`src/design/moving_min_rank_average_filter_top_macros.svh`:
```
// Assertion helpers used by the filter's top module
`ifndef MOVING_MIN_RANK_AVERAGE_FILTER_TOP_MACROS_SVH
`define MOVING_MIN_RANK_AVERAGE_FILTER_TOP_MACROS_SVH
// Check a property on every rising clock edge outside reset
`define MRAF_ASSERT(lbl, prop, msg) \
   lbl: assert property (@(posedge clock) disable iff (reset) prop) else $error(msg);
// Check that a condition in one cycle is followed by another in the next
`define MRAF_ASSERT_NEXT(lbl, cond, nxt, msg) \
   lbl: assert property (@(posedge clock) disable iff (reset) (cond) |=> (nxt)) \
      else $error(msg);
`endif

```
`src/design/mraf_pkg.sv`:
```
// ----------------------------------------------------------------------------
// mraf_pkg
// Shared constants and types of the rank-order trimmed mean filter.
// ----------------------------------------------------------------------------
`default_nettype none
package mraf_pkg;
   localparam int MAX_WINDOW = 64;
   localparam int IDX_W      = $clog2(MAX_WINDOW);
   localparam int LEN_W      = IDX_W + 1;
   localparam int DATA_W     = 64;
   localparam int SUM_W      = DATA_W + IDX_W + 1;
   localparam int DCNT_W     = $clog2(SUM_W + 1);

   typedef enum logic [2:0] {
      OP_HOLD    = 3'd0,
      OP_CLEAR   = 3'd1,
      OP_MARK    = 3'd2,
      OP_COMPACT = 3'd3,
      OP_INSERT  = 3'd4,
      OP_ROTATE  = 3'd5
   } op_type;

   typedef struct packed {
      op_type              op;
      logic [DATA_W-1:0]   sample;
      logic [IDX_W-1:0]    pos;
   } ctrl_type;

   typedef struct packed {
      logic                valid;
      logic                hole;
      logic [IDX_W-1:0]    tag;
      logic [DATA_W-1:0]   value;
   } cell_type;
endpackage
`default_nettype wire

```
`src/design/mraf_div.sv`:
```
// ----------------------------------------------------------------------------
// mraf_div
// Restoring divider, one quotient bit a cycle, magnitude by rank count.
// ----------------------------------------------------------------------------
`default_nettype none
module mraf_div
   import mraf_pkg::*;
(
   input  wire logic             clock,
   input  wire logic             reset,
   input  wire logic             start,
   input  wire logic [SUM_W-1:0] dividend,
   input  wire logic [LEN_W-1:0] divisor,
   output logic                  done,
   output logic [SUM_W-1:0]      quotient
);
   logic [SUM_W-1:0]  dvd_ff, dvd_in;
   logic [LEN_W-1:0]  rem_ff, rem_in, dsr_ff;
   logic [DCNT_W-1:0] cnt_ff, cnt_in;
   logic              busy_ff, busy_in, done_ff, done_in;
   logic [LEN_W:0]    trial;

   assign trial    = {rem_ff, dvd_ff[SUM_W-1]};
   assign done     = done_ff;
   assign quotient = dvd_ff;

   always_comb begin
      dvd_in  = dvd_ff;
      rem_in  = rem_ff;
      cnt_in  = cnt_ff;
      busy_in = busy_ff;
      done_in = 1'b0;
      if (start) begin
         dvd_in  = dividend;
         rem_in  = '0;
         cnt_in  = '0;
         busy_in = 1'b1;
      end else if (busy_ff) begin
         if (trial >= {1'b0, dsr_ff}) begin
            rem_in = LEN_W'(trial - {1'b0, dsr_ff});
            dvd_in = {dvd_ff[SUM_W-2:0], 1'b1};
         end else begin
            rem_in = trial[LEN_W-1:0];
            dvd_in = {dvd_ff[SUM_W-2:0], 1'b0};
         end
         cnt_in = cnt_ff + 1'b1;
         if (cnt_ff == DCNT_W'(SUM_W - 1)) begin
            busy_in = 1'b0;
            done_in = 1'b1;
         end
      end
   end

   always_ff @(posedge clock) begin
      if (reset) begin
         busy_ff <= 1'b0;
         done_ff <= 1'b0;
      end else begin
         busy_ff <= busy_in;
         done_ff <= done_in;
      end
      dvd_ff <= dvd_in;
      rem_ff <= rem_in;
      cnt_ff <= cnt_in;
      if (start) dsr_ff <= divisor;
   end
endmodule
`default_nettype wire

```
`config.mk`:
```
export PLATFORM = sky130hd
export DESIGN_NAME = mraf_div
export DESIGN_NICKNAME = d
export VERILOG_FILES = /design/src/design/moving_min_rank_average_filter_top_macros.svh /design/src/design/mraf_pkg.sv /design/src/design/mraf_div.sv
export SDC_FILE = /design/constraint.sdc
export NUM_CORES = 1
export LEC_CHECK = 0
export ABC_AREA = 1
export ABC_CLOCK_PERIOD_IN_PS = 3600
export BUFFER_PORTS_ARGS = -buffer_cell sky130_fd_sc_hd__buf_2
export CORE_MARGIN = 5
export CORE_UTILIZATION = 40
export CTS_BUF_LIST = sky130_fd_sc_hd__clkbuf_8
export CTS_CLUSTER_DIAMETER = 120
export DETAILED_ROUTE_END_ITERATION = 8
export GPL_ROUTABILITY_DRIVEN = 0
export GPL_TIMING_DRIVEN = 0
export PLACE_DENSITY = 0.66
export SETUP_SLACK_MARGIN = 0.4
export SKIP_CTS_REPAIR_TIMING = 1
export SLEW_MARGIN = 20
export SYNTH_ARGS = -nofsm -noshare
export SYNTH_HDL_FRONTEND = slang
export SYNTH_SLANG_ARGS = --single-unit
```
`constraint.sdc`:
```
create_clock -name clock -period 3.6 [get_ports clock]
set_clock_uncertainty 0.2 [all_clocks]
set_input_delay 0.18 -clock clock [delete_from_list [all_inputs] [get_ports clock]]
set_output_delay 0.18 -clock clock [all_outputs]
set_load 0.02 [all_outputs]
```
* Word-level counts from Yosys, hierarchy flattened
Index checks and enable logic that the tools add are counted.
** Operators by class
- Add/sub/neg operators :: 2
- Magnitude comparators :: 1
- Equal/unequal tests :: 1
- Muxes and demuxes :: 8
- Bitwise gates (word level) :: 1
- Reductions and logical operators :: 2
** Operators by type and width (count)
- $mux W71 :: 2
- $ge A8 B7 Y1 :: 1
- $add A7 B1 Y7 const B :: 1
- $eq A7 B7 Y1 const B :: 1
- $mux W7 :: 1
- $sub A7 B7 Y7 :: 1
- $mux W1 :: 5
- $reduce_or A3 Y1 :: 1
- $reduce_bool A2 Y1 :: 1
- $not A1 Y1 :: 1
** Word-level totals
- Bits in registers :: 94
- Output and inout port bits :: 72
- Logic and storage cells :: 21

* Depth between registers and ports, before layout
- Word-level depth :: 4
- Gate-level depth with buffers :: 11
- Gate-level depth less buffers :: 11

* Worst setup path before layout
No wires, ideal clock.
- Path type :: input -> register
- Start :: input port start
- End :: register dvd_ff[0] (netlist: quotient[0]) (enable)
- Arrival :: 1939 ps
- Required time :: 2975 ps
- Setup slack :: 1037 ps
- Stages :: 3
- Buffers on the path :: 1
- Path through :: clkbuf_1 > nor2_2 > inv_1
** Between the ends
- Longest elaborated chain between the ends :: 1
** Ends and longest elaborated chain
- start: declaration :: RTL line mraf_div.sv:11 : input wire logic start,
- $reduce_bool A2 Y1 (no source line)
- end signal: assignment :: RTL line mraf_div.sv:62 : dvd_ff <= dvd_in;
- end: declaration :: RTL line mraf_div.sv:17 : logic [SUM_W-1:0] dvd_ff, dvd_in;
No other way between the ends.
A chain may end at the register's enable or synchronous reset.

* Worst setup path in the final report
- Start :: input port start
- End :: register dvd_ff[10] (netlist: quotient[10]) (enable)
The elaborated chain is that of the path after synthesis.

==> qor.txt <==
Run status = finished, violations left
Violated checks = hold timing
Footprint of the multi-input gates = 1450 µm²
Yosys Warn Count = 0
Post-route DRC = 0
Cell Int Power = 0.00191 W
Worst reg2reg startpoint = quotient[70]$_DFFE_PP_
CP Buf/Inv Count = 5
Drt via density = 4.65
Reg power frac = 50.4%
Clock power frac = 29.3%
Total track usage = 17.2%
Top post-synthesis cells by area = edfxtp_1 (54%), nand2_1 (23%), dfxtp_1 (7.4%)
Vias in the first global route = 3654
Post-Syn Area per Cell = 9.07 µm²
Crit Path Category = in -> reg
FILL cells = 884
Sequential cell area = 2660 µm²
Sequential area share after synthesis = 61.8%
Max cap viols = 0
Area growth syn-to-layout = 45.8%
Hold_ws = -0.0235 ns
Prevailing post-synth register cell = edfxtp_1
Largest net degree at the start of global routing = 61
Flops & latches, synth = 94
Max stage delay on crit path = 0.53 ns
Hold_sp = dividend[0]
Synth top area share = 54.4%
ANT cells = 0
TNS Setup = 0 ns
Initial Util = 41.4%
Crit-path slowest cell = clkbuf_1
Slew margin rel. = 58.5%
Commonest cells post-synth = nand2_1 (263), edfxtp_1 (78), inv_1 (30)
Data arrival, critical path = 2.36 ns
# setup viols final = 0
Clock net sink count = 94
Hold Path Class = in -> reg
Post-Syn Area = 4310 µm²
Syn Inst Count = 475
Initial antenna violation count = 0
Delay-heaviest family, CP = buffers and inverters
Most common cell in the synthesized netlist = nand2_1
Layout net count = 809
Slew Limit Fails = 0
Site row count = 37
RSZ-0062 raised after global routing = no
Net Sw Power = 0.000769 W
Routed len/inst = 13.9 µm
VDD IR-drop max = 0.282 mV
Worst-path clk slew = 0.10 ns
Yosys top cell by area = edfxtp_1
Die Y-Extent = 114 µm
Cell Count, Final, Fillers Out = 859
Die W = 114 µm
Startpoint Class = primary input
Critical path peak fanout = 60
Critical Path End Type = flop
CTS tree = done
Post-synth EDFFs = 78
IO Pins = 153
Total CTS buffers = 9
Final hold violations = 1
CTS Buffer Depth = 2
Layout cell share with drive strength beyond 1 = 25.6%
Via Count = 3991
Final Critical Period = 2.51 ns
IO Port Bufs = 152
CP Cell Sequence = dlygate4sd3_1 -> buf_2 -> clkbuf_1 -> nor2_2 -> inv_4 -> buf_16
Full die area = 12900 µm²
Htree depth = 3
Leakage = 3.11 nW
CP startpoint = start
WL final = 12000 µm
First-pass GRT wire length = 17700 µm
Syn nets = 566
CTS Root Cell = clkbuf_8
Clock Latency Late Sink = 0.36 ns
Ys async rst share = 0%
CORE AREA = 10400 µm²
Pwr dens = 427 nW/µm²
Drt pass-1 iters = 4
Period utilization = 69.7%
Final ANT Viol Nets = 0
Worst slew pin tran = 0.623 ns
Starting DRT DRC Count = 194
Worst Path Required = 3.45 ns
Fmax = 0.399 GHz
Switch share = 28.6%
Power share of the combinational group = 20.2%
HPWL after detailed placement = 8160 µm
Placed cells = 764
Remaining Overflow, GRT = 0
Distinct cells, synth = 26
-- power groups by stage --
stage | sequential, W | combinational [W] | clock (W)
6_report | 0.00135 | 0.000542 | 0.000788
4_1_cts | 0.00135 | 0.000477 | 0.000819
5_1_grt | 0.00137 | 0.000597 | 0.000865
2_1_floorplan | 0.00148 | 0.000182 | 0
3_3_place_gp | 0.00138 | 0.000462 | 0
3_5_place_dp | 0.00137 | 0.000476 | 0
-- layout by cell type, fill, tap and decap left out, types with 2 or more instances in the layout --
cell type	synthesis	routed
clkbuf_1	5	5
nor3_1	4	4
edfxtp_1	78	78
o21ai_1	2	2
nand4_1	3	3
nand3b_1	4	4
buf_1	3	3
nor2_2	2	2
nor2_1	13	13
ha_1	9	9
nand3_1	18	18
inv_2	3	3
dlygate4sd3_1	0	79
inv_1	30	30
a21oi_1	4	4
dfxtp_1	16	16
nand2_1	263	263
buf_2	8	160
o21ai_0	2	2
clkbuf_8	0	9
bufinv_16	0	2
-- state kept, by name (all words and copies together) (netlist names) --
signal / flops
dsr_ff: 7
quotient: 71
cnt_ff: 7
busy_ff: 1
rem_ff: 7
done: 1
-- kinds of logic (layout without fill, tap and decap cells) --
kind of cell | after synthesis | count (layout) | synth area share (%)
compound gates | 11 | 11 | 1.66
xor+xnor | 2 | 2 | 0.407
fa+ha+maj | 10 | 10 | 3.08
buf+inv | 49 | 297 | 4.50
flops | 94 | 94 | 61.8
simple gates | 309 | 309 | 28.6
-- final timing paths --
check	slack, ns	to	cells after the start
worst max-delay path	1.09	quotient[10]$_DFFE_PP_	6
worst min-delay path	-0.02	quotient[0]$_DFFE_PP_	3
worst max register to register	1.47	rem_ff[5]$_SDFFE_PP0P_	11
worst min register to register	0.27	rem_ff[6]$_SDFFE_PP0P_	2
-- per-stage QoR --
stage	worst slack [ns]	hold slack [ns]	instance area [µm²]	util, %	power, W
after floorplan	1.04	0.0586	4310	-	0.00166
after global placement	-0.345	0.160	5240	50.3	0.00184
after detailed placement	1.22	0.159	5270	50.6	0.00185
after CTS	1.45	-0.243	5490	52.7	0.00265
after global routing	0.999	0.0295	6280	60.3	0.00283
final	1.09	-0.0235	6280	60.3	0.00268
-- layout make-up --
type | instances | area share, %
flip-flops and latches | 94 | 42.4
repair buffers | 232 | 25.1
multi-input cells | 332 | 23.1
well taps | 136 | 2.71
inverters | 33 | 2.01
clock buffers | 9 | 1.97
clock inverters | 7 | 1.55
plain buffers | 16 | 1.12
-- worst reg2reg max path, cell delays in order, from the launching register on --
cell and delay [ns]:
edfxtp_1 0.39, inv_1 0.08, ha_1 0.22, fa_1 0.41, inv_1 0.10, nand3_1 0.07, nand2_1 0.14, nand2_1 0.10
nand3_4 0.10, nand3_1 0.10, nand3_1 0.08, nand2_1 0.05
-- per-layer routing --
metal	up-vias	part of all wire [%]	track usage [%]
li1	2005	-	-
met1	1811	41	21.7
met3	18	8.7	7.85
met4	0	1.6	4.99
met5	-	0	0
met2	157	48	26.9
No activity file was read; power rests on OpenSTA's default activity.
