===== config.mk =====
export PLATFORM = sky130hd
export DESIGN_NAME = mraf_cell
export DESIGN_NICKNAME = d
export VERILOG_FILES = /design/src/design/moving_min_rank_average_filter_top_macros.svh /design/src/design/mraf_pkg.sv /design/src/design/mraf_cell.sv
export SDC_FILE = /design/constraint.sdc
export NUM_CORES = 1
export LEC_CHECK = 0
export BUFFER_PORTS_ARGS = -buffer_cell sky130_fd_sc_hd__clkbuf_2
export CAP_MARGIN = 20
export CORE_UTILIZATION = 25
export DETAILED_ROUTE_END_ITERATION = 8
export PLACE_DENSITY = 0.59
export SYNTH_ARGS = -nofsm -noshare
export SYNTH_HDL_FRONTEND = slang
export SYNTH_SLANG_ARGS = --single-unit

===== constraint.sdc =====
create_clock -name clock -period 11.9 [get_ports clock]
set_input_delay 0.595 -clock clock [delete_from_list [all_inputs] [get_ports clock]]
set_output_delay 0.595 -clock clock [all_outputs]
set_load 0.005 [all_outputs]

===== src/design/moving_min_rank_average_filter_top_macros.svh =====
// Assertion helpers used by the filter's top module
`ifndef MOVING_MIN_RANK_AVERAGE_FILTER_TOP_MACROS_SVH
`define MOVING_MIN_RANK_AVERAGE_FILTER_TOP_MACROS_SVH
// Check a property on every rising clock edge outside reset
`define MRAF_ASSERT(lbl, prop, msg) \
   lbl: assert property (@(posedge clock) disable iff (reset) prop) else $error(msg);
// Check that a condition in one cycle is followed by another in the next
`define MRAF_ASSERT_NEXT(lbl, cond, nxt, msg) \
   lbl: assert property (@(posedge clock) disable iff (reset) (cond) |=> (nxt)) \
      else $error(msg);
`endif


===== src/design/mraf_pkg.sv =====
// ----------------------------------------------------------------------------
// mraf_pkg
// Shared constants and types of the rank-order trimmed mean filter.
// ----------------------------------------------------------------------------
`default_nettype none
package mraf_pkg;
   localparam int MAX_WINDOW = 64;
   localparam int IDX_W      = $clog2(MAX_WINDOW);
   localparam int LEN_W      = IDX_W + 1;
   localparam int DATA_W     = 64;
   localparam int SUM_W      = DATA_W + IDX_W + 1;
   localparam int DCNT_W     = $clog2(SUM_W + 1);

   typedef enum logic [2:0] {
      OP_HOLD    = 3'd0,
      OP_CLEAR   = 3'd1,
      OP_MARK    = 3'd2,
      OP_COMPACT = 3'd3,
      OP_INSERT  = 3'd4,
      OP_ROTATE  = 3'd5
   } op_type;

   typedef struct packed {
      op_type              op;
      logic [DATA_W-1:0]   sample;
      logic [IDX_W-1:0]    pos;
   } ctrl_type;

   typedef struct packed {
      logic                valid;
      logic                hole;
      logic [IDX_W-1:0]    tag;
      logic [DATA_W-1:0]   value;
   } cell_type;
endpackage
`default_nettype wire


===== src/design/mraf_cell.sv =====
// ----------------------------------------------------------------------------
// mraf_cell
// One rank slot of the sorted chain: holds a sample and its ring position.
// ----------------------------------------------------------------------------
`default_nettype none
module mraf_cell
   import mraf_pkg::*;
(
   input  wire logic     clock,
   input  wire logic     reset,
   input  wire ctrl_type ctrl,
   input  wire cell_type up_in,     // neighbour one rank higher
   input  wire cell_type down_in,   // neighbour one rank lower
   input  wire logic     down_keep, // lower neighbour stays put on insertion
   output cell_type      data_out,
   output logic          keep_out
);
   cell_type data_ff, data_in;

   assign keep_out = data_ff.valid && ($signed(data_ff.value) <= $signed(ctrl.sample));
   assign data_out = data_ff;

   always_comb begin
      data_in = data_ff;
      case (ctrl.op)
         OP_CLEAR: begin
            data_in.valid = 1'b0;
            data_in.hole  = 1'b0;
         end
         OP_MARK: begin
            data_in.hole = data_ff.valid && (data_ff.tag == ctrl.pos);
         end
         OP_COMPACT: begin
            // pull the upper neighbour into the hole; the hole climbs
            if (data_ff.hole) begin
               data_in      = up_in;
               data_in.hole = 1'b0;
            end else if (down_in.hole) begin
               data_in.hole = 1'b1;
            end
         end
         OP_INSERT: begin
            if (!keep_out) begin
               if (down_keep) begin
                  data_in.valid = 1'b1;
                  data_in.hole  = 1'b0;
                  data_in.tag   = ctrl.pos;
                  data_in.value = ctrl.sample;
               end else begin
                  data_in = down_in;
               end
            end
         end
         OP_ROTATE: data_in = up_in;
         default:   data_in = data_ff;
      endcase
   end

   always_ff @(posedge clock) begin
      if (reset) begin
         data_ff.valid <= 1'b0;
         data_ff.hole  <= 1'b0;
         data_ff.tag   <= data_in.tag;
         data_ff.value <= data_in.value;
      end else begin
         data_ff <= data_in;
      end
   end
endmodule
`default_nettype wire


Word-level counts from Yosys, hierarchy flattened
Cells that the tools add are included.

Reduce and logical (&&, ||, !) cells: 6. Bitwise gates (word level): 0. Mux-type cells: 9. Divide/modulo/power cells: 0. Add/sub/neg operators: 0. Order comparisons: 1. $mul: 0. Shifts and indexed selects: 0. Equal/unequal tests: 8.

Operators by type and width (number): one-hot mux 70 bit (3 select lines) (1); 2-to-1 mux 72 bit (2); 2-to-1 mux 70 bit (1); less-or-equal comparator 64 bit (1); == test 3 x 2 -> 1 bit (second input constant) (2); == test 3 bit (second input constant) (2); == test 6 bit (1); one-hot mux 1 bit (5 select lines) (1); nonzero test 5 bit (1); != test 2 bit (second input constant) (2); one-hot mux 1 bit (4 select lines) (1); nonzero test 4 bit (1); == test 3 x 1 -> 1 bit (second input constant) (1); 2-to-1 mux 1 bit (3); AND reduction 3 bit (1); logical AND 1 bit (2); AND reduction 2 bit (1).

Memory bits (read-only): 0. RAM bits: 0. Memories kept: 0. Logic and storage cells: 28. Output and inout bits: 73. Latch bits: 0. Bits in registers: 72.

Depth between registers and ports, before layout
Word-level depth: 4. Mapped depth: 9.

Worst setup path after synthesis
Ideal clock, no wire load.

Path type: input to register. Start point: in ctrl[20] (netlist name). End point: reg data_ff, in the netlist data_out[0] (enable). Stages: 9. Buffers on the path: 0. Setup slack: 7756 ps. Arrival: 3705 ps. Path through: inv_1 > ha_1 > nand4_2 > nor4_2 > o21ai_1 > a311oi_1 > a211oi_1 > o21bai_1 > a32o_1.

Longest elaborated chain between the ends: 4.

Ends and longest elaborated chain: start, declared (line mraf_cell.sv:11) `input wire ctrl_type ctrl,`; less-or-equal comparator 64 bit (line mraf_cell.sv:20) `assign keep_out = data_ff.valid && ($signed(data_ff.value) <= $signed(ctrl.sample));`; logical AND 1 bit (line mraf_cell.sv:20); 2-to-1 mux 72 bit (line mraf_cell.sv:43) `if (!keep_out) begin`; one-hot mux 70 bit (3 select lines) (line mraf_cell.sv:25) `case (ctrl.op)`; end signal, assigned (line mraf_cell.sv:66) `data_ff <= data_in;`; end, declared (line mraf_cell.sv:18) `cell_type data_ff, data_in;`.

No other way between the ends. The select of a mux whose other input is x is not followed. A chain may end at the register's enable or synchronous reset.

Final worst setup path
Start point: reg data_ff, in the netlist data_out[46]. End point: reg data_ff, in the netlist data_out[0] (enable).

Longest elaborated chain between the ends: 4.

Ends and longest elaborated chain (line): less-or-equal comparator 64 bit (mraf_cell.sv:20); logical AND 1 bit (mraf_cell.sv:20); 2-to-1 mux 72 bit (mraf_cell.sv:43); one-hot mux 70 bit (3 select lines) (mraf_cell.sv:25).

No other way between the ends. The select of a mux whose other input is x is not followed.

==> results.md <==
- Number of synthesized flops with an enable pin: 70
- Chip Height: 150.7 µm
- Worst setup path class: reg -> reg
- Slack of the worst reg-to-reg path: 8.39 ns
- Worst R2R End: data_out[0]
- Leakage: 3.855 nW
- Startpoint Class: flip-flop
- GRT Total Usage: 15.30%
- Mapped cell area: between 0.005 and 0.006 mm²
- Max Transition Viols Final: 0
- CP max FO: 70
- Post-cts resize count: 0
- # setup viols final: 0
- Worst setup path startpoint: data_out[46]
- Hold_buf cts: 0
- Max FFs per register: 72
- Worst path arrival time: 3.46 ns
- Ys async rst share: 0%
- FF+latch count, synth: between 70 and 80
- I/O Pins: about 290
- Clk slew on worst S/H paths: 0.06 ns
- Peak supply drop: 0.07773 mV
- Pwr Density: 103.0 mW/mm²
- Iteration-0 DRC Markers: 161
- Final wirelength: 17610 µm
- Setup_tns: 0 ns
- Initial antenna violation count: 2
- Synthesized area per cell: 9.397 µm²
- Vias in the first global route: around 4900
- Largest stage delay on the critical path: between 0.8 and 0.9 ns
- Antenna Nets Post-Route: 0
- Post-synthesis sequential area ratio: 38.77%
- Commonest cells post-synth: 100 x a21oi_1, 76 x nor2_1, 70 x edfxtp_1, 70 x mux2i_1, 69 x inv_1
- Routability cong.: between 0.8 and 0.9
- Area leader, netlist: edfxtp_1
- Required @ worst endpoint: 11.86 ns
- Starting density of the core: 25.40%
- Fin nets: 1152
- Crit. End Element: flip-flop
- Count leader, synth: a21oi_1
- Synthesized net count: 872
- Dpl hpwl: 14500 µm
- Post-Synthesis Cells: 588
- Setup ws final: ~8.4 ns
- Largest net degree at the start of global routing: 86
- Worst-Margin Slew: 0.9925 ns
- Worst path cell trace: ha_1 -> nand4_1 -> nor4_2 -> nand2_1 -> o2111ai_1 -> a211oi_1 -> o21bai_1 -> a32o_4
- Yosys top cell area share: 38.04%
- WHS: ~0.56 ns
- Worst Hold Class: in -> reg
- Final min period: 3.506 ns
- Core region area: 0.02176 mm²
- Fillers: around 2300
- Die Wd: about 150 µm
- Final Hold Vio Count: 0
- H-tree levels: 3
- Total congestion overflow: 0
- Via count: approximately 5200
- Routed len/inst: approximately 15 µm
- Layout cells sized above 1: a little under two fifths
- Clock Latency Late Sink: 0.34 ns
- Detail-routed via count per cell: 4.477
- Max-cap violations: 0
- First-pass GRT wire length: 25660 µm
- Cell area after layout: 0.007596 mm²
- Unrepaired setup endpoints after global routing: no
- CP endpoint: data_out[0]
- Period utilisation layout: 29.47%
- Setup bufs post-CTS: 0
- Worst clock skew: just under 0.009 ns
- Main synth FF type: edfxtp_1
- FF-to-FF path depth: 8
- Status: completed
- Worst slack at placement: 7.963 ns
- Fmax: 285.2 MHz
- Post-synth cell types: between 40 and 50
- Initial DRT Pass Iterations: 4
- Row count: 54
- Slowest CP cell: a32o_4
- Root cell of the clock tree: clkbuf_16
- Total CTS buffers: 9
- IO buf count: 292
- Top post-synthesis cells by area: edfxtp_1 38%, ha_1 14%, mux2i_1 13%
- Clock buffer depth: 2
- Ys Warns: 0
- Area delta synth->final: 37.48%
- CTS tree: yes
- Slew HR: 33.83%
- Remaining DRCs: 0
- Worst reg2reg path startpoint: data_out[46]
- CTS Sinks: 72
- Full die area: ~0.023 mm²
- Post-DP Area: 0.007281 mm²
[worst max-delay path: cells and delay by family (launching register included)]
kind / cells / cell delay [ns]
AND/OR/NAND/NOR: 3 / 0.77
adder cells (fa/ha/maj): 1 / 0.34
flip-flops: 1 / 0.40
AO/OA/AOI/OAI: 4 / 1.57
[where the power goes]
group          leakage, nW  switching (mW)  internal (mW)
Sequential           0.673          0.0110          0.301
Combinational         3.04          0.0946         0.0837
Clock                0.146           0.109          0.183
[cells by family after synthesis]
family | count (synthesis) | synth area share (%)
adders and majority gates | 64 | 14.49
AOI/OAI and AO/OA | 133 | 13.32
and+or+nand+nor | 148 | 13.32
DFF | 72 | 38.77
buffers and inverters | 95 | 6.476
muxes | 70 | 12.68
xor gates and xnor gates | 6 | 0.9511
[routing by layer]
metal	track usage [%]	part of all wire (%)
met1	17.26	42
met2	27.86	49
met3	4.152	7.5
met4	4.600	1.5
met5	0	0.091
[worst min-delay path by stage]
stage               depth (start not counted)      endpoint         start  slack [ns]
floorplan                                   2  data_out[71]  data_out[71]        0.56
global placement                            2  data_out[71]  data_out[71]        0.68
detailed placement                          2  data_out[71]  data_out[71]        0.67
CTS                                         3  data_out[71]         reset        0.54
global route                                3  data_out[40]     up_in[40]        0.57
finish                                      3  data_out[71]         reset        0.56
[layout make-up]
type / count / area, µm² / share of cell area, %
sequential: 72 / 2142 / 28.20
clock inverter: 6 / 83.83 / 1.104
antenna: 1 / 2.502 / 0.03294
inverter: 69 / 259.0 / 3.410
clock buffer: 10 / 229.0 / 3.014
multi-input combinational: 421 / 3043 / 40.06
timing repair buffer: 295 / 1486 / 19.57
tap: 280 / 350.3 / 4.612
[cell usage in the layout, fill, tap and decap left out, types with 3 or more instances in the layout]
cell type | Yosys | layout
clkbuf_2 | 0 | 291
o21bai_1 | 3 | 3
a221oi_1 | 3 | 3
buf_4 | 0 | 4
nand3_1 | 8 | 8
xnor2_1 | 4 | 4
nand4_1 | 11 | 11
ha_1 | 64 | 64
clkbuf_16 | 0 | 9
a211oi_1 | 3 | 3
nand3b_1 | 3 | 3
nor2b_1 | 3 | 3
edfxtp_1 | 70 | 70
nor3_1 | 5 | 5
nor2_1 | 76 | 76
mux2i_1 | 70 | 70
inv_1 | 69 | 69
o21ai_0 | 11 | 11
a21oi_1 | 100 | 100
nand2_1 | 23 | 23
[stage by stage]
| step | std cells | power (mW) | utilization [%] |
|---|---|---|---|
| 2_1_floorplan | 588 | 0.4116 | - |
| 3_3_place_gp | 1137 | 0.4969 | 33.47 |
| 3_5_place_dp | 1137 | 0.4996 | 33.47 |
| 4_1_cts | 1153 | 0.7989 | 34.90 |
| 5_1_grt | 1153 | 0.8276 | 34.90 |
| 6_report | 1154 | 0.7825 | 34.91 |
Note: power is estimated with default switching activity, not from simulation.
